==> src/dotq_pkg.sv <==
// Shared types, constants and codes for the deadline-ordered task queue.
// No dependencies; every other file of the block imports this package.
`timescale 1ns / 1ps

package dotq_pkg;

    localparam int QUEUE_DEPTH   = 16;
    localparam int DEADLINE_BITS = 16;
    localparam int ID_W          = 8;
    localparam int DL_FIELD_W    = 16;
    localparam int IDX_W         = $clog2(QUEUE_DEPTH);
    localparam int COUNT_W       = $clog2(QUEUE_DEPTH + 1);
    localparam int STATUS_W      = 2;
    localparam int COUNT_FIELD_W = 5;

    localparam logic CMD_INSERT = 1'b0;
    localparam logic CMD_REMOVE = 1'b1;

    localparam logic MODE_FIFO = 1'b0;
    localparam logic MODE_EDF  = 1'b1;

    localparam logic [STATUS_W-1:0] ST_DONE  = 2'd0;
    localparam logic [STATUS_W-1:0] ST_FULL  = 2'd1;
    localparam logic [STATUS_W-1:0] ST_EMPTY = 2'd2;

    // Control broadcast to every cell of the chain for one transfer.
    typedef struct packed {
        logic                     insert;
        logic                     remove;
        logic                     edf;
        logic [ID_W-1:0]          new_id;
        logic [DEADLINE_BITS-1:0] new_dl;
        logic [COUNT_W-1:0]       count;
    } dotq_ctl_t;

    // Contents of one queue slot.
    typedef struct packed {
        logic [ID_W-1:0]          id;
        logic [DEADLINE_BITS-1:0] dl;
    } dotq_entry_t;

endpackage

==> src/deadline_ordered_task_queue.sv <==
// Top level of the deadline-ordered task queue: stream ports, count, result register.
// Depends on dotq_pkg and dotq_cell.
`timescale 1ns / 1ps

// Channel      | Signals                          | Contents
// -------------+----------------------------------+--------------------------------------
// input        | s_tvalid s_tready s_tdata s_tuser | task_id, deadline; tuser = command
// result       | m_tvalid m_tready m_tdata m_tuser | head_task_id, head_deadline,
//              |                                  | entry_count; tuser = status
// config       | cfg_we cfg_wdata                 | order_mode
//
// On every transfer all cells of the chain compare their deadline with the new one,
// a prefix OR ripples along the chain to mark the insert point, and each cell loads
// the new task, its left neighbor, its right neighbor or itself at the same edge.
// One item per cycle is sustained while the output result is not stalled.
// The result appears in the output register on the cycle after the transfer.
// Reset clears the entry count, the mode and the output valid; slot contents
// are left as they are. A stalled result holds, and the input is taken again
// in the same cycle that the pending result is taken.

module deadline_ordered_task_queue
    import dotq_pkg::*;
(
    input  logic        clk,
    input  logic        rst_n,
    input  logic        cfg_we,
    input  logic        cfg_wdata,    // order_mode
    input  logic        s_tvalid,
    output logic        s_tready,
    input  logic [23:0] s_tdata,      // [7:0] task_id, [23:8] deadline
    input  logic        s_tuser,      // [0] command
    output logic        m_tvalid,
    input  logic        m_tready,
    output logic [31:0] m_tdata,      // [7:0] head_task_id, [23:8] head_deadline,
                                      // [28:24] entry_count, rest zero
    output logic [1:0]  m_tuser       // [1:0] status
);

    logic                     mode_reg;
    logic [COUNT_W-1:0]       count_reg;
    logic [COUNT_W-1:0]       count_next;
    logic                     m_valid_reg;
    logic [STATUS_W-1:0]      status_reg;
    logic [STATUS_W-1:0]      status_next;
    logic [ID_W-1:0]          head_id_reg;
    logic [ID_W-1:0]          head_id_next;
    logic [DL_FIELD_W-1:0]    head_dl_reg;
    logic [DL_FIELD_W-1:0]    head_dl_next;
    logic [COUNT_W-1:0]       out_count_reg;

    logic                     accept;
    logic                     is_full;
    logic                     is_empty;
    dotq_ctl_t                ctl;
    dotq_entry_t              entries [QUEUE_DEPTH];
    logic [QUEUE_DEPTH:0]     found;

    assign s_tready = !m_valid_reg || m_tready;
    assign accept   = s_tvalid && s_tready;
    assign is_full  = count_reg == COUNT_W'(QUEUE_DEPTH);
    assign is_empty = count_reg == '0;

    // The cells only move when the operation really changes the queue.
    assign ctl.insert = accept && (s_tuser == CMD_INSERT) && !is_full;
    assign ctl.remove = accept && (s_tuser == CMD_REMOVE) && !is_empty;
    assign ctl.edf    = mode_reg == MODE_EDF;
    assign ctl.new_id = s_tdata[7:0];
    assign ctl.new_dl = s_tdata[8 +: DEADLINE_BITS];
    assign ctl.count  = count_reg;

    assign found[0] = 1'b0;

    for (genvar i = 0; i < QUEUE_DEPTH; i++)
    begin : g_cell
        dotq_entry_t left_entry;
        dotq_entry_t right_entry;

        if (i == 0)
        begin : g_head
            assign left_entry = '0;
        end
        else
        begin : g_mid
            assign left_entry = entries[i-1];
        end

        if (i == QUEUE_DEPTH - 1)
        begin : g_tail
            assign right_entry = entries[i];
        end
        else
        begin : g_body
            assign right_entry = entries[i+1];
        end

        dotq_cell u_cell (
            .clk         (clk),
            .cell_idx    (IDX_W'(i)),
            .ctl         (ctl),
            .left_entry  (left_entry),
            .right_entry (right_entry),
            .found_in    (found[i]),
            .found_out   (found[i+1]),
            .entry       (entries[i])
        );
    end

    always_comb
    begin
        count_next   = count_reg;
        status_next  = ST_DONE;
        head_id_next = '0;
        head_dl_next = '0;
        if (s_tuser == CMD_REMOVE)
        begin
            if (is_empty)
            begin
                status_next = ST_EMPTY;
            end
            else
            begin
                head_id_next = entries[0].id;
                head_dl_next = DL_FIELD_W'(entries[0].dl);
                count_next   = count_reg - COUNT_W'(1);
            end
        end
        else if (is_full)
        begin
            status_next = ST_FULL;
        end
        else
        begin
            count_next = count_reg + COUNT_W'(1);
        end
    end

    always_ff @(posedge clk or negedge rst_n)
    begin
        if (!rst_n)
        begin
            mode_reg    <= MODE_FIFO;
            count_reg   <= '0;
            m_valid_reg <= 1'b0;
        end
        else
        begin
            if (cfg_we)
            begin
                mode_reg <= cfg_wdata;
            end
            if (accept)
            begin
                count_reg   <= count_next;
                m_valid_reg <= 1'b1;
            end
            else if (m_tready)
            begin
                m_valid_reg <= 1'b0;
            end
        end
    end

    always_ff @(posedge clk)
    begin
        if (accept)
        begin
            status_reg    <= status_next;
            head_id_reg   <= head_id_next;
            head_dl_reg   <= head_dl_next;
            out_count_reg <= count_next;
        end
    end

    assign m_tvalid = m_valid_reg;
    assign m_tuser  = status_reg;
    assign m_tdata  = {3'b000, COUNT_FIELD_W'(out_count_reg), head_dl_reg, head_id_reg};

    // The count never passes the number of cells.
    a_count_bound: assert property (@(posedge clk) disable iff (!rst_n)
        count_reg <= COUNT_W'(QUEUE_DEPTH))
        else $error("entry count beyond queue depth");

    // A refused insert or an empty remove leaves the count alone.
    a_refused_hold: assert property (@(posedge clk) disable iff (!rst_n)
        (accept && ((s_tuser == CMD_INSERT && is_full) ||
                    (s_tuser == CMD_REMOVE && is_empty))) |=> $stable(count_reg))
        else $error("count moved on a refused transfer");

    // A result reporting an empty queue carries a zero count.
    a_empty_count: assert property (@(posedge clk) disable iff (!rst_n)
        (m_valid_reg && status_reg == ST_EMPTY) |-> (out_count_reg == '0))
        else $error("empty status with nonzero count");

    // A taken insert always raises the count by one.
    a_insert_count: assert property (@(posedge clk) disable iff (!rst_n)
        ctl.insert |=> (count_reg == $past(count_reg) + COUNT_W'(1)))
        else $error("insert did not grow the queue");

    // While a slot is free the chain always finds an insert point.
    a_insert_point: assert property (@(posedge clk) disable iff (!rst_n)
        !is_full |-> found[QUEUE_DEPTH])
        else $error("no insert point found with a free slot");

endmodule

==> src/dotq_cell.sv <==
// One slot of the queue chain: holds a task and compares it with a new one.
// Depends on dotq_pkg.
`timescale 1ns / 1ps

module dotq_cell
    import dotq_pkg::*;
(
    input  logic             clk,
    input  logic [IDX_W-1:0] cell_idx,
    input  dotq_ctl_t        ctl,
    input  dotq_entry_t      left_entry,
    input  dotq_entry_t      right_entry,
    input  logic             found_in,
    output logic             found_out,
    output dotq_entry_t      entry
);

    dotq_entry_t entry_reg;
    dotq_entry_t entry_next;
    logic        occupied;
    logic        hit;

    // A free slot always accepts; an occupied slot only in EDF mode on a later deadline.
    assign occupied  = COUNT_W'(cell_idx) < ctl.count;
    assign hit       = occupied ? (ctl.edf && (entry_reg.dl > ctl.new_dl)) : 1'b1;
    assign found_out = found_in | hit;

    always_comb
    begin
        entry_next = entry_reg;
        if (ctl.remove)
        begin
            entry_next = right_entry;
        end
        else if (ctl.insert)
        begin
            if (found_in)
            begin
                entry_next = left_entry;
            end
            else if (hit)
            begin
                entry_next.id = ctl.new_id;
                entry_next.dl = ctl.new_dl;
            end
        end
    end

    always_ff @(posedge clk)
    begin
        entry_reg <= entry_next;
    end

    assign entry = entry_reg;

endmodule
==> config.mk <==
export PLATFORM = sky130hd
export DESIGN_NAME = deadline_ordered_task_queue
export DESIGN_NICKNAME = d
export VERILOG_FILES = /design/src/dotq_pkg.sv /design/src/deadline_ordered_task_queue.sv /design/src/dotq_cell.sv
export SDC_FILE = /design/constraint.sdc
export NUM_CORES = 1
export LEC_CHECK = 0
export BUFFER_PORTS_ARGS = -buffer_cell sky130_fd_sc_hd__buf_2
export CAP_MARGIN = 10
export CORE_UTILIZATION = 58
export DETAILED_ROUTE_END_ITERATION = 10
export HOLD_SLACK_MARGIN = 0.08
export PLACE_DENSITY = 0.83
export SLEW_MARGIN = 40
export SYNTH_ARGS = -nofsm -noshare
export SYNTH_HDL_FRONTEND = slang
export SYNTH_SLANG_ARGS = --single-unit
==> constraint.sdc <==
create_clock -name clk -period 4.6 [get_ports clk]
set_input_delay 0.23 -clock clk [delete_from_list [all_inputs] [get_ports clk]]
set_output_delay 0.23 -clock clk [all_outputs]
set_load 0.05 [all_outputs]
Yosys cells after proc, flatten, opt, wreduce, memory -nomap -nowiden
Cells that the tools add are included.
- $add $sub $neg: 2
- $lt $le $gt $ge: 32
- equal/unequal tests: 1
- muxes and demuxes: 85
- bitwise logic cells: 16
- reduce and logical (&&, ||, !) cells: 61
- operator list (operator ; number):
    $mux W24 ; 61
    $gt A16 B16 Y1 ; 16
    $reduce_bool A3 Y1 ; 14
    $lt A4 B5 Y1 const A ; 8
    $reduce_and A2 Y1 ; 15
    $logic_and A1 B1 Y1 ; 21
    $lt A3 B5 Y1 const A ; 4
    $mux W1 ; 19
    $mux W5 ; 3
    $or A1 B1 Y1 ; 14
    $lt A1 B5 Y1 const A ; 2
    $lt A2 B5 Y1 const A ; 2
    $reduce_bool A2 Y1 ; 4
    $add A5 B1 Y5 const B ; 1
    $eq A5 B5 Y1 const B ; 1
    $logic_not A5 Y1 ; 1
    $sub A5 B1 Y5 const B ; 1
    $mux W2 ; 2
    $logic_not A1 Y1 ; 3
    $reduce_and A3 Y1 ; 1
    $not A1 Y1 ; 2
    $reduce_or A2 Y1 ; 1
    $logic_or A1 B1 Y1 ; 1
- register bits: 422

Longest topological paths before layout
- word-level depth: 19
- gate-level depth with buffers: 13
- mapped depth without buffers: 10

Cells and area by module
Synthesis repeated with hierarchy kept, for this count alone.
- cell total of the unflattened synthesis: 2953
- area, all modules: 29460.8 um^2
- modules (own cells, without submodules) (module ; instances ; cells each ; area each (um^2) ; sequential area each (um^2)):
    dotq_cell at g_cell[0].u_cell ... ; 15 ; 176 ; 1732.9 ; 720.7
    dotq_cell at g_cell[9].u_cell ; 1 ; 177 ; 1751.7 ; 720.7
    deadline_ordered_task_queue ; 1 ; 136 ; 1715.4 ; 1106.1

Worst setup path before layout
No wires, ideal clock.
- path kind: input port to flip-flop
- start: input s_tdata[23]
- end: register g_cell[6].u_cell.entry_reg (netlist bit g_cell[6].u_cell.entry[0]), enable pin
- setup time: 0.439 ns
- arrival: 4.673 ns
- required time: 4.161 ns
- setup slack: -0.512 ns
- stages on the path: 12
- cell sequence: inv_1 -> ha_1 -> nand4_1 -> or4_1 -> a21o_1 -> a32oi_2 -> nor4_1 -> buf_2 -> nand2_1 -> buf_2 -> inv_1 -> o21ai_0
- word-level cells in the longest chain between the ends: 10
- elaborated cells on any way between the ends: 28
- those cells by class: 7 x order compare; 7 x mux; 5 x bitwise; 9 x reduce/logical
- RTL lines (what ; line ; text):
    start: declaration ; deadline_ordered_task_queue.sv:30 ; input logic [23:0] s_tdata,
    $gt A16 B16 Y1 ; dotq_cell.sv:25 ; assign hit = occupied ? (ctl.edf && (entry_reg.dl > ctl.new_dl)) : 1'b1;
    $logic_and A1 B1 Y1 ; dotq_cell.sv:25 ;
    $mux W1 ; dotq_cell.sv:25 ;
    $or A1 B1 Y1 (5 in series) ; dotq_cell.sv:26 ; assign found_out = found_in | hit;
    $reduce_bool A3 Y1 (no line) * ; - ;
    $reduce_and A2 Y1 (no line) * ; - ;
    end signal: assignment ; dotq_cell.sv:51 ; entry_reg <= entry_next;
    end: declaration ; dotq_cell.sv:18 ; dotq_entry_t entry_reg;
Every way passes the cells marked *; elsewhere a longest branch is shown, timed or not.
A chain may end at the register's enable or synchronous reset.

Worst setup path after layout
- start: register g_cell[0].u_cell.entry_reg (netlist bit g_cell[0].u_cell.entry[15])
- end: register g_cell[15].u_cell.entry_reg (netlist bit g_cell[15].u_cell.entry[2]), data pin
- word-level cells in the longest chain between the ends: 18
- RTL lines (what ; line ; text):
    start: declaration ; dotq_cell.sv:18 ;
    start signal: assignment ; dotq_cell.sv:51 ;
    $gt A16 B16 Y1 ; dotq_cell.sv:25 ;
    $logic_and A1 B1 Y1 ; dotq_cell.sv:25 ;
    $mux W1 ; dotq_cell.sv:25 ;
    $or A1 B1 Y1 (14 in series) ; dotq_cell.sv:26 ;
    $mux W24 ; dotq_cell.sv:37 ; if (found_in)
    end signal: assignment ; dotq_cell.sv:51 ;
    end: declaration ; dotq_cell.sv:18 ;
Every way passes these cells.

==> flow_summary.yaml <==
status:
  status: "complete, no violations"
logic_synthesis:
  synth_cell_types: 65
  syn_area_per_cell_um2: 10.5
  ys.flop_type: "edfxtp_1"
  synth_fa_ha_area_share_pct: 12.2
  syn-instance-count: 2529
  async_flop_share_pct: 1.66
  yosysWarnings: 0
  synth-seq-cells: 422
  synth-simple-area-share_pct: 12.2
  ys_seq_area_share_pct: 47.5
  synth-compound-area-share_pct: 13.8
  synth_top_family_by_area: "compound AO/OA/AOI/OAI gates"
  synth_top_area_share_pct: 46.9
  synth.area.top_cells: "edfxtp_1 47%, ha_1 12%, mux2i_1 9.7%"
  synth_edf_count: 415
  synth_xor_area_share_pct: 0.0659
  yosysTopAreaCell: "edfxtp_1"
  muxShareOfSynthArea_pct: 10.9
  synth_area_mm2: 0.0266
drt:
  routed_wl_um: 78700
  remaining_drc_errors: 0
  drtIter0Drc: 3014
  num_vias: 21600
  wl_per_cell_um: 24.5
  drtAntennaViolNets: 0
  vias_per_cell: 6.73
  first_pass_iters: 7
floorplanning:
  num_io_pins: 67
  fp.dieH_um: 216
  initial_core_util_pct: 58.7
  die_width_um: 216
  row_count: 78
  die_area_mm2: 0.0467
  coreArea_mm2: 0.0453
flow_run:
  maxCapViolations: 0
worst_setup_path:
  r2r-start: "g_cell[0].u_cell.entry[15]"
  r2r_cells: 10
  cp_max_fo: 25
  slowest_delay_ps: 660
  worst_path_max_delay_cell: "nor4_2"
  crit_chain: "ha_1 > nand4_1 > or4_1 > o21ai_1 > a32oi_4 > nor4_2 > nand4_1 > nor3_4 > buf_12 > mux2_2"
  worstSetupPathType: "flip-flop to flip-flop"
  start_kind: "flip-flop"
  arrival_ps: 4660
  worstSetupEndpointType: "flip-flop"
  rrSetupSlack_ps: 290
  cp_data_required_time_ps: 4950
  path_common_cell: "nand4_1"
  path_buf_inv: 1
  timing.rr.end: "g_cell[15].u_cell.entry[2]"
  path_delay_family: "simple AND/OR/NAND/NOR gates"
pwr:
  powerDensity_mw_per_mm2: 481
  power.leakage_uw: 0.0125
  peakVddDrop_uv: 311
clock_tree:
  cts_buffers: 46
  clockBufferDepth: 3
  postCtsSetupBuffers: 0
  clock-sinks: 422
  cts_max_level: 2
  clk_pin_slew_ps: 70
  worstSkewPairLatency_ps: 620
  cts_tree: "yes"
  root_buffer: "clkbuf_16"
sta:
  hold_viol_final: 0
  drv_slew: 0
  whs_ps: 152
  setup_viol: 0
  tightest_slew_ps: 866
  rsz0062_at_grt: "no"
  setup_tns_ps: 0
  slew_headroom_pct: 42.3
  clock_skew_ps: 18.2
  fmax_ghz: 0.232
  fin_crit_ps: 4310
  finalCritPeriodShare_pct: 93.8
place:
  placement.cell_area_mm2: 0.0280
  dp_hpwl_um: 55700
  gp_congestion: 1.01
  portBuffers: 63
layout:
  layout.nets: 2866
  largest_reg_flops: 384
  drive_gt1_share_pct: 10.4
  area_delta_synth_final_pct: 11.5
  fill_cells: 3392
  design_area_mm2: 0.0296
global_route:
  grt_max_degree: 253
  grt_usage_pct: 33.4
  grt_pass1_vias: 21300
  grt_first_pass_wirelength_um: 121000
  antenna_found_initial: 2
  overflow: 0
hold_path:
  hold_path_depth: 2
  hold_path.startpoint: "s_tdata[5]"
  hp-class: "input pin to flip-flop"
  min_to: "g_cell[15].u_cell.entry[21]"
-- cell usage after synthesis, drive strengths merged, types with 11 or more instances --
master,count
a21oi,153
a211oi,11
clkbuf,122
o221ai,11
inv,46
o211ai,66
ha,259
o21ai,283
nand3,86
nand4,49
nand2,372
mux2i,258
edfxtp,415
a21o,22
nor2b,15
nor3,15
and3,34
o21a,12
buf,45
nor2,118
mux2,27
-- cell usage in the layout, fill, tap and decap left out, drive strengths merged, types with 8 or more instances in the layout --
| cell | count |
|---|---|
| edfxtp | 415 |
| nand2 | 372 |
| o21ai | 283 |
| ha | 259 |
| mux2i | 258 |
| buf | 158 |
| a21oi | 153 |
| nor2 | 118 |
| nand3 | 86 |
| o211ai | 66 |
| clkbuf | 52 |
| nand4 | 49 |
| inv | 48 |
| and3 | 34 |
| mux2 | 27 |
| a21o | 22 |
| clkinv | 21 |
| nor2b | 15 |
| nor3 | 15 |
| o21a | 12 |
| a211oi | 11 |
| o221ai | 11 |
| a2111oi | 8 |
| a32oi | 8 |
| nand2b | 8 |
| a31oi | 8 |
-- stage by stage --
step                      setup WS [ps]  std cells  util [%]  total power, uW
after floorplan                    -390       2531         -             8720
after global placement             59.9       3119      61.7             9990
after detailed placement           12.8       3121      61.8            10200
after CTS                           440       3212      65.4            14100
after global routing                128       3214      65.4            14800
final                               286       3215      65.5            14300
-- per-layer routing --
layer / track usage [%] / part of all wire (%) / vias up
met4: 19.7 / 6.3 / 0
met3: 5.99 / 9.8 / 288
met5: 0 / 0 / -
li1: - / - / 9622
met2: 53.2 / 46 / 1386
met1: 42.9 / 38 / 10300
-- cells by family after synthesis --
logic type / Yosys count
simple gates: 726
compound gates: 621
flops: 422
mux: 285
fa+ha+maj: 259
buf+inv: 213
xor+xnor: 2
other cells: 1
-- where the power goes --
part	switching, uW	internal [uW]	total (uW)
clock	1620	2270	3890
sequential	556	5250	5800
combinational	2840	1720	4560
-- cell type report --
cell class	instances	area [um2]	share of cell area (%)
multi-input combinational	1896	13200	44.6
sequential	422	12600	42.6
timing repair buffer	164	1290	4.35
clock buffer	52	1190	4.03
tap	600	751	2.53
clock inverter	33	360	1.22
inverter	46	173	0.583
antenna	2	5.00	0.0169
-- how the worst max path moves through the flow --
stage	from	endpoint	cells past startpoint
floorplan	m_tvalid	g_cell[0].u_cell.entry[0]	5
global placement	s_tdata[17]	g_cell[15].u_cell.entry[2]	13
detailed placement	s_tdata[17]	g_cell[15].u_cell.entry[23]	13
CTS	g_cell[0].u_cell.entry[15]	g_cell[15].u_cell.entry[2]	10
global route	g_cell[0].u_cell.entry[15]	g_cell[15].u_cell.entry[0]	10
finish	g_cell[0].u_cell.entry[15]	g_cell[15].u_cell.entry[2]	10
-- timing repair --
item                                   4_1_cts  5_1_grt
endpoints found under the hold margin        9        0
hold buffers                                 6        0
gates resized for setup                      0        0
(Power assumes the default switching activity.)
